File: config.mk
export PLATFORM = sky130hd
export DESIGN_NAME = bfiq_ctrl
export DESIGN_NICKNAME = d
export VERILOG_FILES = /design/src/rtl/core/bfiq_pkg.sv /design/src/rtl/core/bfiq_ctrl.sv
export SDC_FILE = /design/constraint.sdc
export NUM_CORES = 1
export LEC_CHECK = 0
export CORE_ASPECT_RATIO = 0.8
export CORE_MARGIN = 1
export CORE_UTILIZATION = 65
export DETAILED_ROUTE_END_ITERATION = 10
export DONT_BUFFER_PORTS = 1
export PLACE_DENSITY = 0.81
export SLEW_MARGIN = 20
export SYNTH_ARGS = -nofsm -noshare
export SYNTH_HDL_FRONTEND = slang
export SYNTH_SLANG_ARGS = --single-unit
export TNS_END_PERCENT = 50
File: constraint.sdc
create_clock -name clk -period 2.4 [get_ports clk]
set_input_delay 0.12 -clock clk [delete_from_list [all_inputs] [get_ports clk]]
set_output_delay 0.12 -clock clk [all_outputs]
set_load 0.02 [all_outputs]
File: src/rtl/core/bfiq_pkg.sv
// ----------------------------------------------------------------------------
// bfiq_pkg
// Shared constants and types of the bloom filter block.
// ----------------------------------------------------------------------------
package bfiq_pkg;
	localparam int unsigned STORE_BITS_DEF = 65536;
	localparam int unsigned MAX_HASHES_DEF = 2;
	localparam int unsigned KEY_W = 63;
	localparam int unsigned CNT_W = 17;
	localparam int unsigned CFG_AW = 5;

	localparam logic [CFG_AW-1:0] REG_HASH_COUNT = 5'd0;
	localparam logic [CFG_AW-1:0] REG_BIT_COUNT = 5'd4;
	localparam logic [CFG_AW-1:0] REG_MULT_FIRST = 5'd8;
	localparam logic [CFG_AW-1:0] REG_OFFSET_FIRST = 5'd12;
	localparam logic [CFG_AW-1:0] REG_PRIME_FIRST = 5'd16;
	localparam logic [CFG_AW-1:0] REG_MULT_SECOND = 5'd20;
	localparam logic [CFG_AW-1:0] REG_OFFSET_SECOND = 5'd24;
	localparam logic [CFG_AW-1:0] REG_PRIME_SECOND = 5'd28;

	localparam logic CMD_INSERT = 1'b0;
	localparam logic CMD_QUERY = 1'b1;

	typedef struct packed {
		logic [1:0] hash_count;
		logic [16:0] bit_count;
		logic [31:0] mult_first;
		logic [31:0] offset_first;
		logic [31:0] prime_first;
		logic [31:0] mult_second;
		logic [31:0] offset_second;
		logic [31:0] prime_second;
	} cfg_t;

	// controller -> datapath
	typedef struct packed {
		logic load;       // latch item, start hash 0
		logic start_hash; // start hash of sel
		logic sel;        // which hash
		logic div_start;  // start a divide on current operands
		logic step_mul;   // go to next phase
		logic mem_rd;
		logic mem_wr;
		logic take;       // fold read bit into result
		logic clear_wr;
	} dp_cmd_t;

	// datapath -> controller
	typedef struct packed {
		logic div_busy;
		logic [1:0] phase; // 0 key%p, 1 a*r%p, 2 (r+b)%p, 3 h%n
		logic zero_p;
	} dp_sts_t;

	localparam logic [1:0] PH_KEY = 2'd0;
	localparam logic [1:0] PH_MUL = 2'd1;
	localparam logic [1:0] PH_ADD = 2'd2;
	localparam logic [1:0] PH_IDX = 2'd3;
endpackage

File: src/rtl/core/bfiq_ctrl.sv
// ----------------------------------------------------------------------------
// bfiq_ctrl
// Sequencer: clearing pass, per-hash divide phases, bit read/write, result.
// ----------------------------------------------------------------------------
module bfiq_ctrl
	import bfiq_pkg::*;
#(
	parameter int unsigned STORE_BITS = STORE_BITS_DEF
)(
	input logic clk,
	input logic arst_n,
	input dp_sts_t sts,
	input logic used_two,
	input logic in_valid,
	output logic in_ready,
	output logic out_valid,
	input logic out_ready,
	output dp_cmd_t cmd,
	output logic [$clog2(STORE_BITS)-1:0] clr_addr
);
	localparam int unsigned AW = $clog2(STORE_BITS);
	localparam logic [2:0] ST_CLEAR = 3'd0;
	localparam logic [2:0] ST_IDLE = 3'd1;
	localparam logic [2:0] ST_START = 3'd2;
	localparam logic [2:0] ST_WAIT = 3'd3;
	localparam logic [2:0] ST_READ = 3'd4;
	localparam logic [2:0] ST_TAKE = 3'd5;
	localparam logic [2:0] ST_DONE = 3'd6;

	logic [2:0] state_q;
	logic sel_q;
	logic [AW-1:0] clr_q;
	logic started_q;

	assign clr_addr = clr_q;
	assign in_ready = (state_q == ST_IDLE);
	assign out_valid = (state_q == ST_DONE);

	always_comb begin
		cmd = '0;
		cmd.sel = sel_q;
		case (state_q)
			ST_CLEAR: cmd.clear_wr = 1'b1;
			ST_IDLE: cmd.load = in_valid;
			ST_START: cmd.div_start = 1'b1;
			ST_WAIT: cmd.step_mul = started_q && !sts.div_busy;
			ST_READ: cmd.mem_rd = 1'b1;
			ST_TAKE: begin
				cmd.take = 1'b1;
				cmd.mem_wr = 1'b1;
				cmd.start_hash = 1'b1;
			end
			default: cmd = cmd;
		endcase
	end

	always_ff @(posedge clk or negedge arst_n) begin
		if (!arst_n) begin
			state_q <= ST_CLEAR;
			sel_q <= 1'b0;
			clr_q <= '0;
			started_q <= 1'b0;
		end else begin
			case (state_q)
				ST_CLEAR: begin
					clr_q <= clr_q + AW'(1);
					if (clr_q == AW'(STORE_BITS - 1)) begin
						state_q <= ST_IDLE;
					end
				end
				ST_IDLE: begin
					sel_q <= 1'b0;
					if (in_valid) begin
						state_q <= ST_START;
					end
				end
				ST_START: begin
					started_q <= 1'b1;
					state_q <= ST_WAIT;
				end
				ST_WAIT: begin
					if (started_q && !sts.div_busy) begin
						started_q <= 1'b0;
						state_q <= (sts.phase == PH_IDX) ? ST_READ : ST_START;
					end
				end
				ST_READ: state_q <= ST_TAKE;
				ST_TAKE: begin
					if (!sel_q && used_two) begin
						sel_q <= 1'b1;
						state_q <= ST_START;
					end else begin
						state_q <= ST_DONE;
					end
				end
				ST_DONE: begin
					if (out_ready) begin
						state_q <= ST_IDLE;
					end
				end
				default: state_q <= ST_IDLE;
			endcase
		end
	end
endmodule

==> summary.md, run 1 <==
| Metric | Value |
|---|---|
| Port bufs | 0 |
| Die X-Extent | 47.7 um |
| Number of fill cells | 122 |
| Via Count | 778 |
| Antenna violations before repair | 0 |
| Reg2Reg Setup Slack | 600 ps |
| Cell Chain, Critical Path | nor2b_1, and2_1 |
| Global-route usage over all layers | 24.6% |
| Synth top cells by count | dfrtp_1, nor2_1, nand2_1, xnor2_1 |
| Number of synthesis warnings | 0 |
| WL/cell | 15.6 um |
| Pleak | 0.530 nW |
| Syn nets | 119 |
| Cells after Synth | 109 |
| Yosys top cell area share | 48.3% |
| CP max stage delay | 560 ps |
| Critical Path Stages | 2 |
| CTS Buf Count | 3 |
| Post-CTS setup buffer count | 0 |
| Core Region | 1470 um2 |
| Tmin final | 1870 ps |
| Worst-Margin Slew | 919 ps |
| Worst-path fanout max | 10 |
| First-pass GRT wire length | 3040 um |
| Cell taking the most area after synthesis | dfrtp_1 |
| Setup Skew | 5.06 ps |
| Part of the Yosys area used for sequential elements | 48.3% |
| Ant. Diodes | 0 |
| # H-tree levels | 1 |
| Synthesis-to-finish area growth | 3.80% |
| PD cells | 1020 nW/um2 |
| Largest net degree at the start of global routing | 22 |
| GR Overflow Total | 0 |
| Max Clock Freq | 535 MHz |
| Vias in the first global route | 707 |
| DRC viols | 0 |
| CTS tree | yes |
| Post-synth EDFFs | 0 |
| Post-synthesis cell type count | 30 |
| RSZ-0062 raised after global routing | false |
| IO Pins | 36 |
| Antenna viol nets, final | 0 |
| Slew Viols, Final | 0 |
| Slew margin rel. | 38.6% |
| MaxCap Viol Count | 0 |
| CP arrival | 1750 ps |
| Multi-input logic area | 498 um2 |
| Syn Std Cell Area | 1090 um2 |
| Hold Path Cell Cnt | 2 |
| Critical path's top delay family | simple AND/OR/NAND/NOR gates |
| Worst IR drop on VDD | 0.000715 V |
| Layout cell share with drive strength beyond 1 | 5.41% |
| HP Class | input pin to register |
| Detailed Route Iter0 Violations | 19 |
| Post-DP HPWL | 1480 um |
| Clk buf depth | 2 |
| Worst Path Required | 2280 ps |
| Total routed wirelength | 2060 um |
| Post-Syn Area per Cell | 9.98 um2 |
| Initial Util | 73.9% |
| R2R depth | 4 |
| Die Ht | 38.6 um |
| FP Rows | 12 |
| DR pass1 iterations | 4 |
| Final setup violation count | 0 |
| Nets | 122 |
| Vias/cell | 5.89 |
| Setup TNS | 0 ps |
| Critical Path Sink Type | output pin |
| Status | finished clean |
| Clk root buf | clkbuf_4 |
| FF+latch count, synth | 21 |
| Storage cell area | 526 um2 |
| Clock transition at the registers of the reported paths | 120 ps |
| Most used DFF post-synth | dfrtp_1 |
| Clk sinks | 21 |
| Skew-Pair Late Insertion Delay | 300 ps |
| CP startpoint kind | register |
| Final Hold Vio Count | 0 |
| Crit-path slowest cell | and2_1 |
| CP Buf/Inv Count | 0 |
| Worst Setup Path Type | register to output pin |
| Synth area leaders | dfrtp_1, xnor2_1, nor2_1 |
| Final Cycle Share | 77.9% |
| Pwr Total | 1.15 mW |
| Most frequent cell after synthesis | dfrtp_1 |
| Die Area | 1840 um2 |
| Post-synth ARST share | 100% |
| Gpl congestion | 0.691 |
worst reg2reg max path, cell delays in order, from the launching register on:
cell	delay (ps)
dfrtp_1	480
or3_1	570
nor3_4	320
nand4_1	170
xnor2_1	160
path summary, 6_finish.rpt:
path / start / to
min in group asynchronous: arst_n / clr_addr[7]$_DFFE_PN0P_
worst max-delay path: state_q[0]$_DFFE_PN0P_ / cmd[1]
worst min-delay path: out_ready / state_q[0]$_DFFE_PN0P_
worst max register to register: state_q[2]$_DFFE_PN0P_ / clr_addr[11]$_DFFE_PN0P_
worst min register to register: started_q$_DFFE_PN0P_ / started_q$_DFFE_PN0P_
max in group asynchronous: arst_n / sel_q$_DFFE_PN0P_
cell usage in the layout (no fill, tap or decap), types with 2 or more instances in the layout:
cell type      synthesis  layout
dfrtp_1               21      21
nor2_1                12      12
nand2_1               11      11
xnor2_1               11      11
nand2b_1               4       4
inv_1                  4       4
nand3_1                4       4
nand4_1                4       4
xor2_1                 4       4
o21ai_0                4       4
clkbuf_4               0       3
dlygate4sd3_1          0       3
nor2b_1                2       2
nor3_1                 2       2
nor3_4                 2       2
and4_1                 2       2
and3_1                 2       2
o32ai_1                2       2
a21oi_1                2       2
cell type report:
type	count	area share (%)
flip-flops and latches	21	46.6
repair buffers	4	3.33
well taps	21	2.33
clock buffers	4	2.33
inverters	4	1.33
multi-input cells	78	44.1
logic make-up after synthesis:
| kind of cell | Yosys count | synth area share, % |
|---|---|---|
| adders and majority gates | 1 | 1.15 |
| xor gates and xnor gates | 15 | 12.1 |
| AOI/OAI and AO/OA | 13 | 7.94 |
| DFF | 21 | 48.3 |
| buffers and inverters | 10 | 5.87 |
| and+or+nand+nor | 49 | 24.6 |
metal layers:
layer	vias up	GRT usage [%]	part of all wire (%)
met5	-	0	0
met1	376	32.0	46
met2	27	38.2	47
met3	2	9.35	6.0
met4	0	6.94	0.92
li1	373	-	-
per-stage QoR:
stage,instances,instance area (um2),utilization (%),hold slack [ps],setup WS (ps)
CTS,132,1130,76.7,20.9,540
floorplan,109,1090,-,-176,818
global route,132,1130,76.7,22.0,413
detailed placement,125,1070,72.9,-175,619
finish,132,1130,76.7,22.0,530
global placement,125,1070,72.9,-175,677
flip-flops by register name (all words and copies together), names as in the netlist:
signal / count
clr_addr: 16
sel_q: 1
started_q: 1
state_q: 3
power by group:
part	switching, mW	leakage, nW	internal (mW)	total (mW)
Sequential	0.151	0.277	0.427	0.578
Combinational	0.263	0.238	0.139	0.402
Clock	0.107	0.0150	0.0648	0.172
Total	0.521	0.530	0.631	1.15
what timing repair did:
item	in CTS	in global routing
hold buffers	3	0
resized for setup	0	0
endpoints found under the hold margin	23	0
Note: power is estimated with default switching activity, not from simulation.
==> inputs of run 2 (changes only) <==
--- a/config.mk
+++ b/config.mk
@@ -7,10 +7,10 @@
 export LEC_CHECK = 0
 export CORE_ASPECT_RATIO = 0.8
 export CORE_MARGIN = 1
-export CORE_UTILIZATION = 65
+export CORE_UTILIZATION = 60
 export DETAILED_ROUTE_END_ITERATION = 10
 export DONT_BUFFER_PORTS = 1
-export PLACE_DENSITY = 0.81
+export PLACE_DENSITY = 0.76
 export SLEW_MARGIN = 20
 export SYNTH_ARGS = -nofsm -noshare
 export SYNTH_HDL_FRONTEND = slang
==> constraint.sdc (replaced) <==
create_clock -name clk -period 1.8 [get_ports clk]
set_input_delay 0.09 -clock clk [delete_from_list [all_inputs] [get_ports clk]]
set_output_delay 0.09 -clock clk [all_outputs]
set_load 0.02 [all_outputs]
==> run 2 against run 1 <==
  * Critical endpoint is now cmd[0]
  * Sequential cell count unchanged
  * Utilization decreased by 2.9 points
  * Clock power increased by 35%
  * Routed wire length decreased by 1.7%
  * Sequential share of layout area decreased by 3.6 points
  * Largest cell class unchanged
  * Via count increased by 7.7%
  * Global-route usage decreased by 3.5 points
==> summary.md, run 2 (same netlist as run 1, synthesis figures left out) <==
| Metric | Value |
|---|---|
| Status | finished clean |
| Commonest non-fill, non-tap cell in the layout | dfrtp_1 |
| WL/cell | 13.9 um |
| Core Region | 1660 um2 |
| Sw Pwr | 0.712 mW |
| Pleak | 0.593 nW |
| Skew-Pair Late Insertion Delay | 310 ps |
| Crit path launch | state_q[2]$_DFFE_PN0P_ |
| CP arrival | 1590 ps |
| Worst-path fanout max | 7 |
| Clk root buf | clkbuf_4 |
| Final Hold Vio Count | 0 |
| # H-tree levels | 1 |
| Hold Path Cell Cnt | 3 |
| CP max stage delay | 530 ps |
| Tmin final | 1680 ps |
| First-pass GRT wire length | 2920 um |
| Clock Power Share | 14.3% |
| Storage cell area | 526 um2 |
| Setup Skew | 8.73 ps |
| Worst Setup Path Type | register to output pin |
| Detailed Route Iter0 Violations | 17 |
| RSZ-0062 raised after global routing | false |
| Most frequent cells in the layout | dfrtp_1, buf_4, nor2_1, nand2_1, xnor2_1 |
| Slew Viols, Final | 0 |
| CTS Hold Bufs | 3 |
| Vias in the first global route | 666 |
| Post-CTS setup buffer count | 0 |
| Layout cell share with drive strength beyond 1 | 15.4% |
| Cell internal pwr | 0.918 mW |
| Die Ht | 40.1 um |
| Worst IR drop on VDD | 0.000909 V |
| Nets | 134 |
| Clock transition at the registers of the reported paths | 120 ps |
| Initial Util | 65.5% |
| Synthesis-to-finish area growth | 12.5% |
| Worst Path Required | 1710 ps |
| Clk buf depth | 2 |
| Max reg flops | 16 |
| Die X-Extent | 49.6 um |
| R2R depth | 4 |
| Post-Layout Inst Area | 1220 um2 |
| CTS tree | yes |
| Max Clock Freq | 597 MHz |
| HP Class | input pin to register |
| Crit path to | cmd[0] |
| Number of fill cells | 130 |
| Cell Chain, Critical Path | or3_1, inv_1, buf_4 |
| DR pass1 iterations | 5 |
| MaxCap Viol Count | 0 |
| Global-route usage over all layers | 21.1% |
| Multi-input logic area | 498 um2 |
| CP startpoint kind | register |
| Seq pwr share | 41.5% |
| Final Cycle Share | 93.1% |
| Final setup violation count | 0 |
| Vias/cell | 5.78 |
| Total routed wirelength | 2020 um |
| Slew margin rel. | 38.8% |
| Post-CTS Resized | 0 |
| Area post-placement | 1160 um2 |
| Antenna violations before repair | 0 |
| DRC viols | 0 |
| PD cells | 1330 nW/um2 |
| Worst-Margin Slew | 915 ps |
| Post-DP HPWL | 1510 um |
| Via Count | 838 |
| Switch share | 43.7% |
| Setup TNS | 0 ps |
| R2r startpoint | state_q[2]$_DFFE_PN0P_ |
| IO Pins | 36 |
| Crit-path slowest cell | or3_1 |
| Clk sinks | 21 |
| Reg2Reg Setup Slack | 140 ps |
| R2r endpoint | clr_addr[10]$_DFFE_PN0P_ |
| Largest net degree at the start of global routing | 22 |
| CTS Buf Count | 3 |
| FP Rows | 13 |
| Port bufs | 0 |
| Combinational power share | 44.2% |
| Gpl congestion | 0.723 |
| GR Overflow Total | 0 |
| Ant. Diodes | 0 |
| Antenna viol nets, final | 0 |
| Die Area | 1990 um2 |
| Critical Path Sink Type | output pin |
## run 2: per-layer routing
metal	vias to the layer above	share of wire [%]	track usage [%]
li1	397	-	-
met1	399	44	26.0
met2	42	48	33.4
met3	0	8.1	11.4
met4	0	0	4.29
met5	-	0	0
## run 2: worst min path at each step
| stage | startpoint | endpoint |
|---|---|---|
| after floorplan | arst_n | clr_addr[0]$_DFFE_PN0P_ |
| after global placement | arst_n | clr_addr[2]$_DFFE_PN0P_ |
| after CTS | sts[3] | started_q$_DFFE_PN0P_ |
| after global routing | out_ready | state_q[1]$_DFFE_PN0P_ |
| after detailed placement | arst_n | clr_addr[2]$_DFFE_PN0P_ |
| final | sts[3] | started_q$_DFFE_PN0P_ |
## run 2: critical path: cells and delay by family, from the launching register on
kind                   cells  cell delay, ps
and+or+nand+nor            1             530
DFF                        1             400
buffers and inverters      2             340
## run 2: layout make-up
| cell class | count | share of cell area [%] |
|---|---|---|
| clock buffer | 3 | 1.84 |
| clock inverter | 1 | 0.613 |
| inverter | 4 | 1.23 |
| multi-input combinational | 78 | 40.7 |
| sequential | 21 | 42.9 |
| tap | 22 | 2.25 |
| timing repair buffer | 16 | 10.4 |
## run 2: metrics by stage
step	util [%]	setup WS [ps]	instances	hold slack, ps	power (mW)
2_1_floorplan	-	218	109	-206	1.24
6_report	73.8	124	145	7.91	1.63
5_1_grt	73.8	25.6	145	7.45	1.72
4_1_cts	73.8	113	145	7.36	1.63
3_5_place_dp	70.1	155	138	-205	1.38
3_3_place_gp	70.1	195	138	-205	1.36
## run 2: power by group through the flow
stage	Combinational (mW)	Clock (mW)	Sequential (mW)
after floorplan	0.516	0	0.725
after global placement	0.678	0	0.680
after detailed placement	0.699	0	0.686
after CTS	0.716	0.238	0.676
after global routing	0.779	0.254	0.692
final	0.720	0.233	0.677
==> inputs of run 3 (changes only) <==
--- a/config.mk
+++ b/config.mk
@@ -5,12 +5,13 @@
 export SDC_FILE = /design/constraint.sdc
 export NUM_CORES = 1
 export LEC_CHECK = 0
+export ABC_AREA = 1
 export CORE_ASPECT_RATIO = 0.8
 export CORE_MARGIN = 1
-export CORE_UTILIZATION = 60
+export CORE_UTILIZATION = 61
 export DETAILED_ROUTE_END_ITERATION = 10
 export DONT_BUFFER_PORTS = 1
-export PLACE_DENSITY = 0.76
+export PLACE_DENSITY = 0.77
 export SLEW_MARGIN = 20
 export SYNTH_ARGS = -nofsm -noshare
 export SYNTH_HDL_FRONTEND = slang
==> constraint.sdc (replaced) <==
create_clock -name clk -period 1.9 [get_ports clk]
set_input_delay 0.095 -clock clk [delete_from_list [all_inputs] [get_ports clk]]
set_output_delay 0.095 -clock clk [all_outputs]
set_load 0.02 [all_outputs]
==> run 3 against run 2 <==
  * Global-route usage increased by 2.9 points
  * Via count up 11%
  * Routed wire length rose by 11%
  * Count of clock-buffer cells in the layout stayed put
  * Power fell by 58%
  * Final cell count up 19%
  * First-iteration DRC count rose by 53%
  * Setup slack improved by 71 ps
  * Critical path type unchanged
  * Critical endpoint is now cmd[8]
  * Highest routed layer is now met4
==> summary.md, run 3 <==
| Metric | Value |
|---|---|
| Status | finished clean |
| R2r startpoint | clr_addr[0]$_DFFE_PN0P_ |
| Post-Syn Area per Cell | 8.07 um2 |
| HP Class | input pin to register |
| Syn nets | 157 |
| Number of fill cells | 130 |
| Port bufs | 0 |
| RSZ-0062 raised after global routing | false |
| Critical Path Sink Type | output pin |
| Post-CTS setup buffer count | 0 |
| Nets | 162 |
| Clock transition at the registers of the reported paths | 130 ps |
| First-pass GRT wire length | 3850 um |
| PD cells | 548 nW/um2 |
| CP startpoint kind | register |
| Synthesis-to-finish area growth | 4.96% |
| Final Cycle Share | 89.7% |
| MaxCap Viol Count | 0 |
| Layout cell share with drive strength beyond 1 | 11.3% |
| Antenna viol nets, final | 0 |
| GR Overflow Total | 0 |
| Die X-Extent | 51.3 um |
| Total routed wirelength | 2240 um |
| CP max stage delay | 560 ps |
| Via Count | 932 |
| Post-synth EDFFs | 0 |
| R2r endpoint | clr_addr[14]$_DFFE_PN0P_ |
| Worst-Margin Slew | 906 ps |
| Hold worst-path end | state_q[2]$_DFFE_PN0P_ |
| Die Area | 2130 um2 |
| FF+latch count, synth | 21 |
| CTS Buf Count | 3 |
| DR pass1 iterations | 4 |
| Gpl congestion | 0.805 |
| Clk sinks | 21 |
| Most frequent cells in the layout | nand2_1, dfrtp_1, inv_1, nor2_1, nand3_1 |
| Reg2Reg Setup Slack | 310 ps |
| WL/cell | 12.9 um |
| Clk buf depth | 2 |
| Largest net degree at the start of global routing | 22 |
| Skew-Pair Late Insertion Delay | 310 ps |
| CTS Hold Bufs | 3 |
| R2R depth | 8 |
| Most frequent CP cell | nor2_1 |
| Most frequent cell after synthesis | nand2_1 |
| Worst Path Required | 1800 ps |
| Detailed Route Iter0 Violations | 26 |
| DRC viols | 0 |
| Worst IR drop on VDD | 0.000390 V |
| CP arrival | 1610 ps |
| Post-DP HPWL | 1680 um |
| Syn Std Cell Area | 1190 um2 |
| Final Util | 72.2% |
| Post-synthesis cell type count | 23 |
| Slew margin rel. | 39.4% |
| Yosys top cell area share | 44.3% |
| Ant. Diodes | 0 |
| Initial Util | 68.8% |
| Vias/cell | 5.39 |
| Cell taking the most area after synthesis | dfrtp_1 |
| Cells after Synth | 147 |
| Die Ht | 41.4 um |
| Pleak | 0.643 nW |
| Slew Viols, Final | 0 |
| Synth top cells by count | nand2_1, dfrtp_1, inv_1 |
| Antenna violations before repair | 0 |
| CTS tree | yes |
| FP Rows | 13 |
| IO Pins | 36 |
| Number of synthesis warnings | 0 |
| Most used DFF post-synth | dfrtp_1 |
| Commonest non-fill, non-tap cell in the layout | nand2_1 |
| Cell Chain, Critical Path | clkinv_4, nor2_1, nand2_1, nor2_1 |
| Critical path's top delay family | simple AND/OR/NAND/NOR gates |
| CP Buf/Inv Count | 1 |
| # H-tree levels | 1 |
| Final Hold Vio Count | 0 |
| Global-route usage over all layers | 24.0% |
| Setup TNS | 0 ps |
| Worst Setup Path Type | register to output pin |
| Part of the Yosys area used for sequential elements | 44.3% |
| Clk root buf | clkbuf_4 |
| Max reg flops | 16 |
| Core Region | 1720 um2 |
| Vias in the first global route | 882 |
| Setup Skew | 11.0 ps |
| Synth area leaders | dfrtp_1, nand2_1, xor2_1 |
| Tmin final | 1710 ps |
| Crit-path slowest cell | dfrtp_1 |
| Post-synth ARST share | 100% |
| Final setup violation count | 0 |
| Worst-path fanout max | 8 |
| Post-CTS Resized | 0 |
| Hold Path Cell Cnt | 3 |
| Worst hold start | out_ready |
| Max Clock Freq | 586 MHz |
==> run 3: where the power goes <==
part | switching, mW | total (mW) | leakage, nW | internal, mW
registers | 0 | 0.447 | 0.269 | 0.447
logic | 0.0101 | 0.0149 | 0.357 | 0.00485
clock network | 0.141 | 0.220 | 0.0177 | 0.0787
==> run 3: per-layer routing <==
layer  global-route usage (%)  up-vias  routed length [um]
met3                     11.0        2                 183
li1                         -      463                   -
met5                        0        -                   0
met4                     3.24        0                  10
met1                     32.1      435                1040
met2                     36.8       32                1000
==> run 3: area by class of cell <==
cell class / instances / area [um2] / share of cell area [%]
multi-input combinational: 102 / 547 / 43.9
sequential: 21 / 526 / 42.2
inverter: 20 / 80.1 / 6.43
timing repair buffer: 4 / 37.5 / 3.02
tap: 22 / 27.5 / 2.21
clock buffer: 3 / 22.5 / 1.81
clock inverter: 1 / 5.00 / 0.402
==> run 3: logic make-up (layout without fill, tap and decap cells) <==
kind of cell    after synthesis  count (layout)  synth area share (%)
flops                        21              21                  44.3
simple gates                 85              85                  34.5
fa+ha+maj                     1               1                  1.05
compound gates                4               4                  1.69
buf+inv                      24              28                  9.60
xor+xnor                     12              12                  8.86
==> run 3: per-stage QoR <==
step / power [mW] / cell area, um2 / worst slack [ps] / cells / hold slack [ps]
after floorplan: 0.457 / 1190 / 478 / 147 / -201
after global placement: 0.458 / 1190 / 376 / 166 / -200
after detailed placement: 0.458 / 1190 / 329 / 166 / -200
after CTS: 0.687 / 1240 / 212 / 173 / 3.13
after global routing: 0.703 / 1240 / 58.5 / 173 / 9.22
final: 0.682 / 1240 / 195 / 173 / 17.8
==> run 3: how the worst max path moves through the flow <==
stage / startpoint / to / slack, ps / cells after the start
floorplan: clr_addr[0]$_DFFE_PN0P_ / clr_addr[14]$_DFFE_PN0P_ / 480 / 8
global placement: clr_addr[0]$_DFFE_PN0P_ / clr_addr[14]$_DFFE_PN0P_ / 380 / 8
detailed placement: clr_addr[0]$_DFFE_PN0P_ / clr_addr[14]$_DFFE_PN0P_ / 330 / 8
CTS: state_q[0]$_DFFE_PN0P_ / cmd[8] / 210 / 4
global route: state_q[0]$_DFFE_PN0P_ / cmd[8] / 60 / 4
finish: state_q[0]$_DFFE_PN0P_ / cmd[8] / 190 / 4
==> run 3: worst min-delay path: cells and delay by family <==
kind	cells	cell delay, ps
simple gates	2	170
buf+inv	1	30
